===== config.mk =====
export PLATFORM = sky130hd
export DESIGN_NAME = crc16_frame_parser
export DESIGN_NICKNAME = d
export VERILOG_FILES = /design/src/design/cfp_pkg.sv /design/src/design/cfp_crc.sv /design/src/design/crc16_frame_parser.sv
export SDC_FILE = /design/constraint.sdc
export NUM_CORES = 1
export LEC_CHECK = 0
export BUFFER_PORTS_ARGS = -buffer_cell sky130_fd_sc_hd__buf_4
export CAP_MARGIN = 20
export CORE_ASPECT_RATIO = 0.7
export CORE_MARGIN = 8
export CORE_UTILIZATION = 40
export DETAILED_ROUTE_END_ITERATION = 10
export PLACE_DENSITY = 0.62
export SLEW_MARGIN = 5
export SYNTH_ARGS = -nofsm -noshare
export SYNTH_HDL_FRONTEND = slang
export SYNTH_HIERARCHICAL = 1
export SYNTH_SLANG_ARGS = --single-unit

===== constraint.sdc =====
create_clock -name clock -period 12.99 [get_ports clock]
set_input_delay 1.299 -clock clock [delete_from_list [all_inputs] [get_ports clock]]
set_output_delay 1.299 -clock clock [all_outputs]
set_load 0.02 [all_outputs]

===== src/design/cfp_pkg.sv =====
`timescale 1ns / 1ps

package cfp_pkg;

   localparam int unsigned FRAME_BYTES = 20;
   localparam int unsigned COUNT_W     = 5;

   typedef logic [COUNT_W-1:0] count_type;

   localparam count_type LAST_IDX  = COUNT_W'(FRAME_BYTES - 1);
   localparam count_type CRC_BYTES = COUNT_W'(18);
   localparam count_type VER_IDX   = COUNT_W'(2);

   localparam logic [15:0] CRC_INIT = 16'hFFFF;
   localparam logic [15:0] CRC_POLY = 16'hA001;

   typedef enum logic [1:0] {
      ST_OK      = 2'd0,
      ST_VERSION = 2'd1,
      ST_CRC     = 2'd2
   } status_type;

   typedef enum logic [1:0] {
      CSR_SYNC_FIRST  = 2'd0,
      CSR_SYNC_SECOND = 2'd1,
      CSR_VERSION     = 2'd2
   } csr_index_type;

   typedef struct packed {
      logic start;
      logic step;
      logic clear;
   } crc_ctl_type;

endpackage


===== src/design/cfp_crc.sv =====
`timescale 1ns / 1ps

module cfp_crc import cfp_pkg::*; (
   input  logic        clock,
   input  logic        reset,
   input  crc_ctl_type ctl,
   input  logic [7:0]  data,
   output logic [15:0] crc
);

   logic [15:0] crc_ff;
   logic [15:0] crc_in;
   logic [15:0] nxt;

   // byte-wide reflected update, one bit per step
   always_comb begin
      nxt = (ctl.start ? CRC_INIT : crc_ff) ^ {8'h00, data};
      for (int k = 0; k < 8; k++) begin
         nxt = nxt[0] ? ((nxt >> 1) ^ CRC_POLY) : (nxt >> 1);
      end
      crc_in = crc_ff;
      priority if (ctl.clear) begin
         crc_in = CRC_INIT;
      end else if (ctl.start || ctl.step) begin
         crc_in = nxt;
      end else begin
         crc_in = crc_ff;
      end
   end

   always_ff @(posedge clock) begin
      if (reset) begin
         crc_ff <= CRC_INIT;
      end else begin
         crc_ff <= crc_in;
      end
   end

   assign crc = crc_ff;

endmodule


===== src/design/crc16_frame_parser.sv =====
`timescale 1ns / 1ps

// Serial frame receiver: takes one received byte per beat on req_ and hunts for the
// sync pair set in registers 0 and 1, then collects a 20-byte frame with no resync,
// checking the version byte (register 2) and a CRC-16/MODBUS over bytes 0..17 against
// the little-endian CRC in bytes 18..19. One status beat leaves on rsp_ per frame, the
// cycle after its last byte is taken; payload fields are zero unless status is ok.
// A byte is taken every cycle; the CRC step and capture finish in the cycle the byte
// arrives. Only a frame's last byte waits, and only while an earlier status beat is
// still held on rsp_. Write registers only with no frame in flight; not enforced.

module crc16_frame_parser import cfp_pkg::*; (
   input  logic               clock,
   input  logic               reset,
   input  logic               csr_we,
   input  logic [1:0]         csr_index,
   input  logic [7:0]         csr_wdata,
   input  logic               req_valid,
   output logic               req_ready,
   input  logic [7:0]         req_rx_byte,
   output logic               rsp_valid,
   input  logic               rsp_ready,
   output logic [1:0]         rsp_frame_status,
   output logic [7:0]         rsp_command,
   output logic [7:0]         rsp_sequence_res,
   output logic [7:0]         rsp_flag_bits,
   output logic signed [15:0] rsp_joint_a,
   output logic signed [15:0] rsp_joint_b,
   output logic signed [15:0] rsp_joint_c,
   output logic signed [15:0] rsp_joint_d,
   output logic signed [15:0] rsp_joint_e,
   output logic signed [15:0] rsp_joint_f
);

   typedef enum logic [2:0] {
      PH_HUNT  = 3'b001,
      PH_SYNC2 = 3'b010,
      PH_BODY  = 3'b100
   } phase_type;

   logic [7:0]  sync_first_ff, sync_second_ff, version_ff;
   phase_type   phase_ff, phase_in;
   count_type   count_ff, count_in;
   logic [7:0]  store_ff [VER_IDX:LAST_IDX-1];
   logic [15:0] crc;
   crc_ctl_type crc_ctl;

   logic        rsp_valid_ff, rsp_valid_in;
   status_type  status_ff, status_in;
   logic [7:0]  command_ff, sequence_ff, flags_ff;
   logic [15:0] joint_ff [6];
   logic [15:0] joint_in [6];

   logic        accept;
   logic        last_byte;
   logic        done;
   logic [7:0]  b;

   assign b         = req_rx_byte;
   assign last_byte = (phase_ff == PH_BODY) && (count_ff == LAST_IDX);
   assign req_ready = !(last_byte && rsp_valid_ff && !rsp_ready);
   assign accept    = req_valid && req_ready;
   assign done      = accept && last_byte;

   // config registers
   always_ff @(posedge clock) begin
      if (reset) begin
         sync_first_ff  <= 8'hAA;
         sync_second_ff <= 8'h55;
         version_ff     <= 8'h01;
      end else if (csr_we) begin
         unique case (csr_index)
            CSR_SYNC_FIRST:  sync_first_ff  <= csr_wdata;
            CSR_SYNC_SECOND: sync_second_ff <= csr_wdata;
            CSR_VERSION:     version_ff     <= csr_wdata;
            default: ;
         endcase
      end
   end

   // sync hunt and frame counting
   always_comb begin
      phase_in = phase_ff;
      count_in = count_ff;
      crc_ctl  = '0;
      if (accept) begin
         unique case (phase_ff)
            PH_SYNC2: begin
               priority if (b == sync_second_ff) begin
                  phase_in     = PH_BODY;
                  count_in     = COUNT_W'(2);
                  crc_ctl.step = 1'b1;
               end else if (b == sync_first_ff) begin
                  phase_in      = PH_SYNC2;
                  count_in      = COUNT_W'(1);
                  crc_ctl.start = 1'b1;
               end else begin
                  phase_in = PH_HUNT;
                  count_in = '0;
               end
            end
            PH_BODY: begin
               crc_ctl.step = (count_ff < CRC_BYTES);
               if (count_ff == LAST_IDX) begin
                  phase_in      = PH_HUNT;
                  count_in      = '0;
                  crc_ctl.clear = 1'b1;
               end else begin
                  count_in = count_ff + COUNT_W'(1);
               end
            end
            default: begin
               if (b == sync_first_ff) begin
                  phase_in      = PH_SYNC2;
                  count_in      = COUNT_W'(1);
                  crc_ctl.start = 1'b1;
               end else begin
                  phase_in = PH_HUNT;
               end
            end
         endcase
      end
   end

   always_ff @(posedge clock) begin
      if (reset) begin
         phase_ff <= PH_HUNT;
         count_ff <= '0;
      end else begin
         phase_ff <= phase_in;
         count_ff <= count_in;
      end
   end

   cfp_crc u_crc (
      .clock (clock),
      .reset (reset),
      .ctl   (crc_ctl),
      .data  (b),
      .crc   (crc)
   );

   // frame bytes 2..18; byte 19 is taken straight from the last beat
   always_ff @(posedge clock) begin
      if (accept && phase_ff == PH_BODY && count_ff < LAST_IDX) begin
         store_ff[count_ff] <= b;
      end
   end

   // result
   always_comb begin
      priority if (store_ff[VER_IDX] != version_ff) begin
         status_in = ST_VERSION;
      end else if ({b, store_ff[LAST_IDX-1]} != crc) begin
         status_in = ST_CRC;
      end else begin
         status_in = ST_OK;
      end
      for (int j = 0; j < 6; j++) begin
         joint_in[j] = (status_in == ST_OK) ? {store_ff[7 + 2*j], store_ff[6 + 2*j]} : 16'h0000;
      end
   end

   always_comb begin
      rsp_valid_in = rsp_valid_ff;
      priority if (done) begin
         rsp_valid_in = 1'b1;
      end else if (rsp_ready) begin
         rsp_valid_in = 1'b0;
      end else begin
         rsp_valid_in = rsp_valid_ff;
      end
   end

   always_ff @(posedge clock) begin
      if (reset) begin
         rsp_valid_ff <= 1'b0;
      end else begin
         rsp_valid_ff <= rsp_valid_in;
      end
   end

   always_ff @(posedge clock) begin
      if (done) begin
         status_ff   <= status_in;
         command_ff  <= (status_in == ST_OK) ? store_ff[3] : 8'h00;
         sequence_ff <= (status_in == ST_OK) ? store_ff[4] : 8'h00;
         flags_ff    <= (status_in == ST_OK) ? store_ff[5] : 8'h00;
         joint_ff    <= joint_in;
      end
   end

   assign rsp_valid        = rsp_valid_ff;
   assign rsp_frame_status = status_ff;
   assign rsp_command      = command_ff;
   assign rsp_sequence_res = sequence_ff;
   assign rsp_flag_bits    = flags_ff;
   assign rsp_joint_a      = joint_ff[0];
   assign rsp_joint_b      = joint_ff[1];
   assign rsp_joint_c      = joint_ff[2];
   assign rsp_joint_d      = joint_ff[3];
   assign rsp_joint_e      = joint_ff[4];
   assign rsp_joint_f      = joint_ff[5];

endmodule


Word level (Yosys, flattened, before mapping)
Memories as Yosys holds them, arrays and structs flattened. A register that Yosys moved wholly into a read port is not among the register bits. Index checks and enable logic that the tools add are counted.

Flip-flop bits (word level): 51. Latch bits: 0. Bits in writable memories: 136. Bits in read-only memories: 0. Output and inout bits: 124. Logic and storage cells: 98. Memories: 1.

Memories: store_ff (depth 17, width 8, read ports 17, clocked after memory_dff 15, wr ports 1, RTL line crc16_frame_parser.sv:44) `logic [7:0] store_ff [VER_IDX:LAST_IDX-1];`.

Add/subtract/negate cells: 1. $mul: 0. Div/mod/pow operators: 0. Order comparisons: 2. Equality and inequality tests: 10. Shift-type cells: 0. Muxes and demuxes: 32. Bitwise logic cells: 9. Reduce and logical (&&, ||, !) cells: 35.

Operators with widths (number): 2-to-1 mux 16 bit (9); NOT 2 -> 3 bit (8); logical NOT 1 bit (17); equality test 8 bit (2); inequality test 16 bit (1); XOR 16 x 8 -> 16 bit (1); < comparator 5 bit, second input constant (2); 2-to-1 mux 1 bit (10); 2-to-1 mux 5 bit (2); one-hot mux 5 bit (2 select lines) (1); AND reduction 2 bit (5); 2-to-1 mux 3 bit (3); 2-to-1 mux 2 bit (4); inequality test 8 bit (1); logical AND 1 bit (7); one-hot mux 3 bit (2 select lines) (1); adder 5 x 1 -> 5 bit, second input constant (1); equality test 5 bit, second input constant (1); logical NOT 2 bit (2); one-hot mux 1 bit (2 select lines) (2); equality test 3 x 2 -> 1 bit, second input constant (1); equality test 3 bit, second input constant (1); nonzero test 3 bit (1); equality test 2 x 1 -> 1 bit, second input constant (1); 5 further kinds (5).

Longest topological paths before layout
Depth after elaboration: 25. Gate-level depth with buffers: 12.

By module
Netlist, hierarchy kept.

By module, submodules not included: crc16_frame_parser (instances 1, cells each 635, area each 10615.2 µm²); cfp_crc (instances 1, cells each 103, area each 957.2 µm²).

Worst setup path after synthesis
Ideal clock, no wire load.

Path kind: input to register. From: input req_valid. To: register u_crc.crc_ff[1], in the netlist u_crc/crc[1]. Library setup time: 0.100 ns. Data arrival time: 10.965 ns. Required time: 12.890 ns. Path slack: 1.926 ns. Stages: 4. Buffers on the path: 0. Cells stage by stage: nand4bb_1 > nor3_1 > nor3_1 > nand2_1.

RTL lines: from (decl) (RTL line crc16_frame_parser.sv:18) `input logic req_valid,`; to (signal assigned) (RTL line cfp_crc.sv:35) `crc_ff <= crc_in;`; to (decl) (RTL line cfp_crc.sv:11) `logic [15:0] crc_ff;`.

==> results.sh <==
export IMPL_status="completed"
export IMPL_fp_row_count=52
export IMPL_die_area_sq_um=34700
export IMPL_path_delay_family="XOR/XNOR gates"
export IMPL_io_buffers=146
export IMPL_synth_compound_area_share_pct=2.72
export IMPL_timing_fmax_mhz=260
export IMPL_crit_buf_inv=1
export IMPL_first_pass_iters=5
export IMPL_worstSetupPathDepth=10
export IMPL_clockRootBuffer="clkbuf_16"
export IMPL_drive_gt1_share_pct=23.0
export IMPL_num_nets_final=921
export IMPL_netlist_top_cells_area="edfxtp_1 (67%), dfxtp_1 (8.5%), and2_1 (7.3%), xnor2_1 (2.8%), mux2i_1 (1.9%)"
export IMPL_slowest_stage="nor4_1"
export IMPL_ios=147
export IMPL_swShare_pct=19.4
export IMPL_htreeDepth=1
export IMPL_syn_area_sq_um=11600
export IMPL_hp_start="sync_second_ff[7]$_SDFFE_PP0P_"
export IMPL_synth_seq_cells=307
export IMPL_synth_mux_area_share_pct=1.90
export IMPL_clk_path_buf_depth=3
export IMPL_finalSetupViolCount=0
export IMPL_cp_required_ns=13.48
export IMPL_hold_buffers=0
export IMPL_numCtsBuffers=29
export IMPL_fin_skew_ns=0.0104
export IMPL_synth_distinct_cells=55
export IMPL_cpPeakStageDelay_ns=0.52
export IMPL_coreArea_sq_um=28700
export IMPL_start_util_pct=40.3
export IMPL_ant_nets=0
export IMPL_cp_end_kind="flip-flop"
export IMPL_synth_top_family_by_area="simple AND/OR/NAND/NOR gates"
export IMPL_clk_pin_slew_ns=0.07
export IMPL_ys_top_cells_by_count="edfxtp_1 (258), and2_1 (135), dfxtp_1 (49)"
export IMPL_synth_adder_area_share_pct=0.432
export IMPL_cts_setup_buffers=0
export IMPL_place_hpwl_microns=15800
export IMPL_holdPathStages=2
export IMPL_placed_area_sq_um=13100
export IMPL_power_frac_clock_pct=44.9
export IMPL_drt_iter0_drc=439
export IMPL_synth_seq_area_share_pct=75.4
export IMPL_min_period_ns=3.85
export IMPL_synthesis_nets=765
export IMPL_yosys_warnings=6
export IMPL_wire_per_inst_microns=19.2
export IMPL_yosys_area_top_type_share_pct=66.9
export IMPL_clk_latency_ns=0.56
export IMPL_slew_headroom_pct=37.5
export IMPL_synth_simple_area_share_pct=12.5
export IMPL_drv_slew=0
export IMPL_internal_power_mw=1.63
export IMPL_gp_congestion=0.795
export IMPL_antenna_found_initial=0
export IMPL_synth_largest_area_cell="edfxtp_1"
export IMPL_grt_pass1_vias=6079
export IMPL_grt_pass1_wl_microns=36700
export IMPL_drv_cap=0
export IMPL_remaining_drc_errors=0
export IMPL_overflow=0
export IMPL_yosysMostFrequentCell="edfxtp_1"
export IMPL_rsz0062_at_grt="false"
export IMPL_final_cell_area_sq_um=14100
export IMPL_hold_class="flip-flop to flip-flop"
export IMPL_die_w_microns=219
export IMPL_tightest_slew_ns=0.937
export IMPL_r2r_cells=5
export IMPL_ir_drop_mv=0.100
export IMPL_cts_tree="built"
export IMPL_die_y_microns=158
export IMPL_fillCellCount=2440
export IMPL_crit_chain="buf_4, xor2_1, nor4_1, a41oi_1, o211a_1, nor2_1, xnor2_2, xnor3_2, xor3_1, o211ai_2"
export IMPL_postLayoutCoreUtil_pct=49.2
export IMPL_power_density_nw_per_um2=144
export IMPL_period_share_pct=29.6
export IMPL_syn_inst=738
export IMPL_grt_max_degree=121
export IMPL_routed_wirelength_microns=24800
export IMPL_hold_violations=0
export IMPL_avgSynthCellArea_sq_um=15.7
export IMPL_crit_start="req_rx_byte[1]"
export IMPL_vias=6223
export IMPL_cts_resized=0
export IMPL_pwr_share_comb_pct=2.6
export IMPL_critPathLaunchType="input pin"
export IMPL_worstReg2RegStart="count_ff[0]$_SDFFE_PP0P_"
export IMPL_tns_ns=0
export IMPL_arrival_ns=4.33
export IMPL_worstSetupPathType="input pin to flip-flop"
export IMPL_async_reset_ff_share_pct=0
export IMPL_p_switching_uw=394
export IMPL_leakage_nw=4.80
export IMPL_synthToLayoutAreaGrowth_pct=21.9
export IMPL_track_usage_pct=13.9
export IMPL_synth_flop_cell="edfxtp_1"
export IMPL_routed_via_density=4.81
export IMPL_diodes=0
export IMPL_worstPathMaxFanout=22
export IMPL_cts_sinks=307
export IMPL_synth_edf_count=258
export IMPL_power_share_sequential_pct=52.5
export IMPL_synthXorXnorAreaFrac_pct=5.81
## worst min-delay path, stage by stage (launching register included)
cell	delay, ns
dfxtp_1	0.32
nand2_1	0.05
a21oi_1	0.05
## path summary, 6_finish.rpt
path,endpoint,slack (ns)
worst max-delay path,u_crc/crc[0]$_SDFFE_PP1P_,9.14
worst min-delay path,sync_second_ff[7]$_SDFFE_PP0P_,0.47
worst max register to register,rsp_sequence_res[1]$_SDFFCE_PP0P_,9.61
worst min register to register,sync_second_ff[7]$_SDFFE_PP0P_,0.47
## state kept, by name, summed over array words and instances (netlist names)
signal and cells:
store_ff 136, rsp_joint_a 16, rsp_joint_b 16, rsp_joint_c 16, rsp_joint_d 16, rsp_joint_e 16
rsp_joint_f 16, u_crc/crc 16, rsp_command 8, rsp_flag_bits 8, rsp_sequence_res 8, sync_first_ff 8
sync_second_ff 8, version_ff 8, count_ff 5, phase_ff 3, rsp_frame_status 2, rsp_valid 1
## stage by stage
step                hold WS, ns  total power [mW]  setup slack, ns  instances
finish                    0.469              2.03             9.14       1295
detailed placement        0.465              1.14             8.61       1240
global placement          0.465              1.14             8.71       1240
global route              0.502              2.09             8.97       1295
CTS                       0.474              2.05             9.20       1294
floorplan                 0.448              1.11             1.93        738
## per-layer routing
layer	up-vias	wire length, microns	global-route usage (%)
met5	-	0	0
met4	0	368	2.57
met3	35	1750	3.47
met2	185	10700	20.6
met1	3049	12100	20.7
li1	2954	-	-
## cells in the final DEF, fill, tap and decap left out, types with 3 or more instances in the layout
cell	n
o21a_1	4
nand2_1	42
xor2_1	23
nor2b_1	7
edfxtp_1	258
bufinv_16	7
nand3_1	7
clkinv_1	5
xnor2_1	37
a31oi_1	4
clkbuf_16	29
a21oi_1	8
ha_1	4
clkinvlp_4	3
and2_1	135
clkinv_2	8
a211oi_1	6
mux2i_1	22
nor4_1	3
buf_4	151
inv_1	5
nand4_1	7
o211ai_1	8
nor2_1	43
dfxtp_1	49
and3_1	4
## power by group through the flow
| stage | Combinational [mW] | Sequential (mW) | Clock (mW) |
|---|---|---|---|
| finish | 0.0520 | 1.06 | 0.910 |
| global route | 0.0560 | 1.06 | 0.969 |
| CTS | 0.0524 | 1.06 | 0.932 |
| detailed placement | 0.0523 | 1.09 | 0 |
| global placement | 0.0509 | 1.09 | 0 |
| floorplan | 0.0278 | 1.09 | 0 |
## kinds of logic (layout without fill, tap and decap cells)
group	count (synthesis)	count (layout)
simple gates	263	263
fa+ha+maj	4	4
flops	307	307
buf+inv	31	210
xor+xnor	67	67
compound gates	44	44
mux	22	22
## final cells by class
type / instances / area, sq um / area share, %
sequential: 307 / 8730 / 61.9
multi-input combinational: 400 / 2710 / 19.2
timing repair buffer: 151 / 1130 / 8.03
clock buffer: 29 / 726 / 5.14
tap: 378 / 473 / 3.35
clock inverter: 25 / 320 / 2.27
inverter: 5 / 18.8 / 0.133
Power figures use the tool's default switching activity.
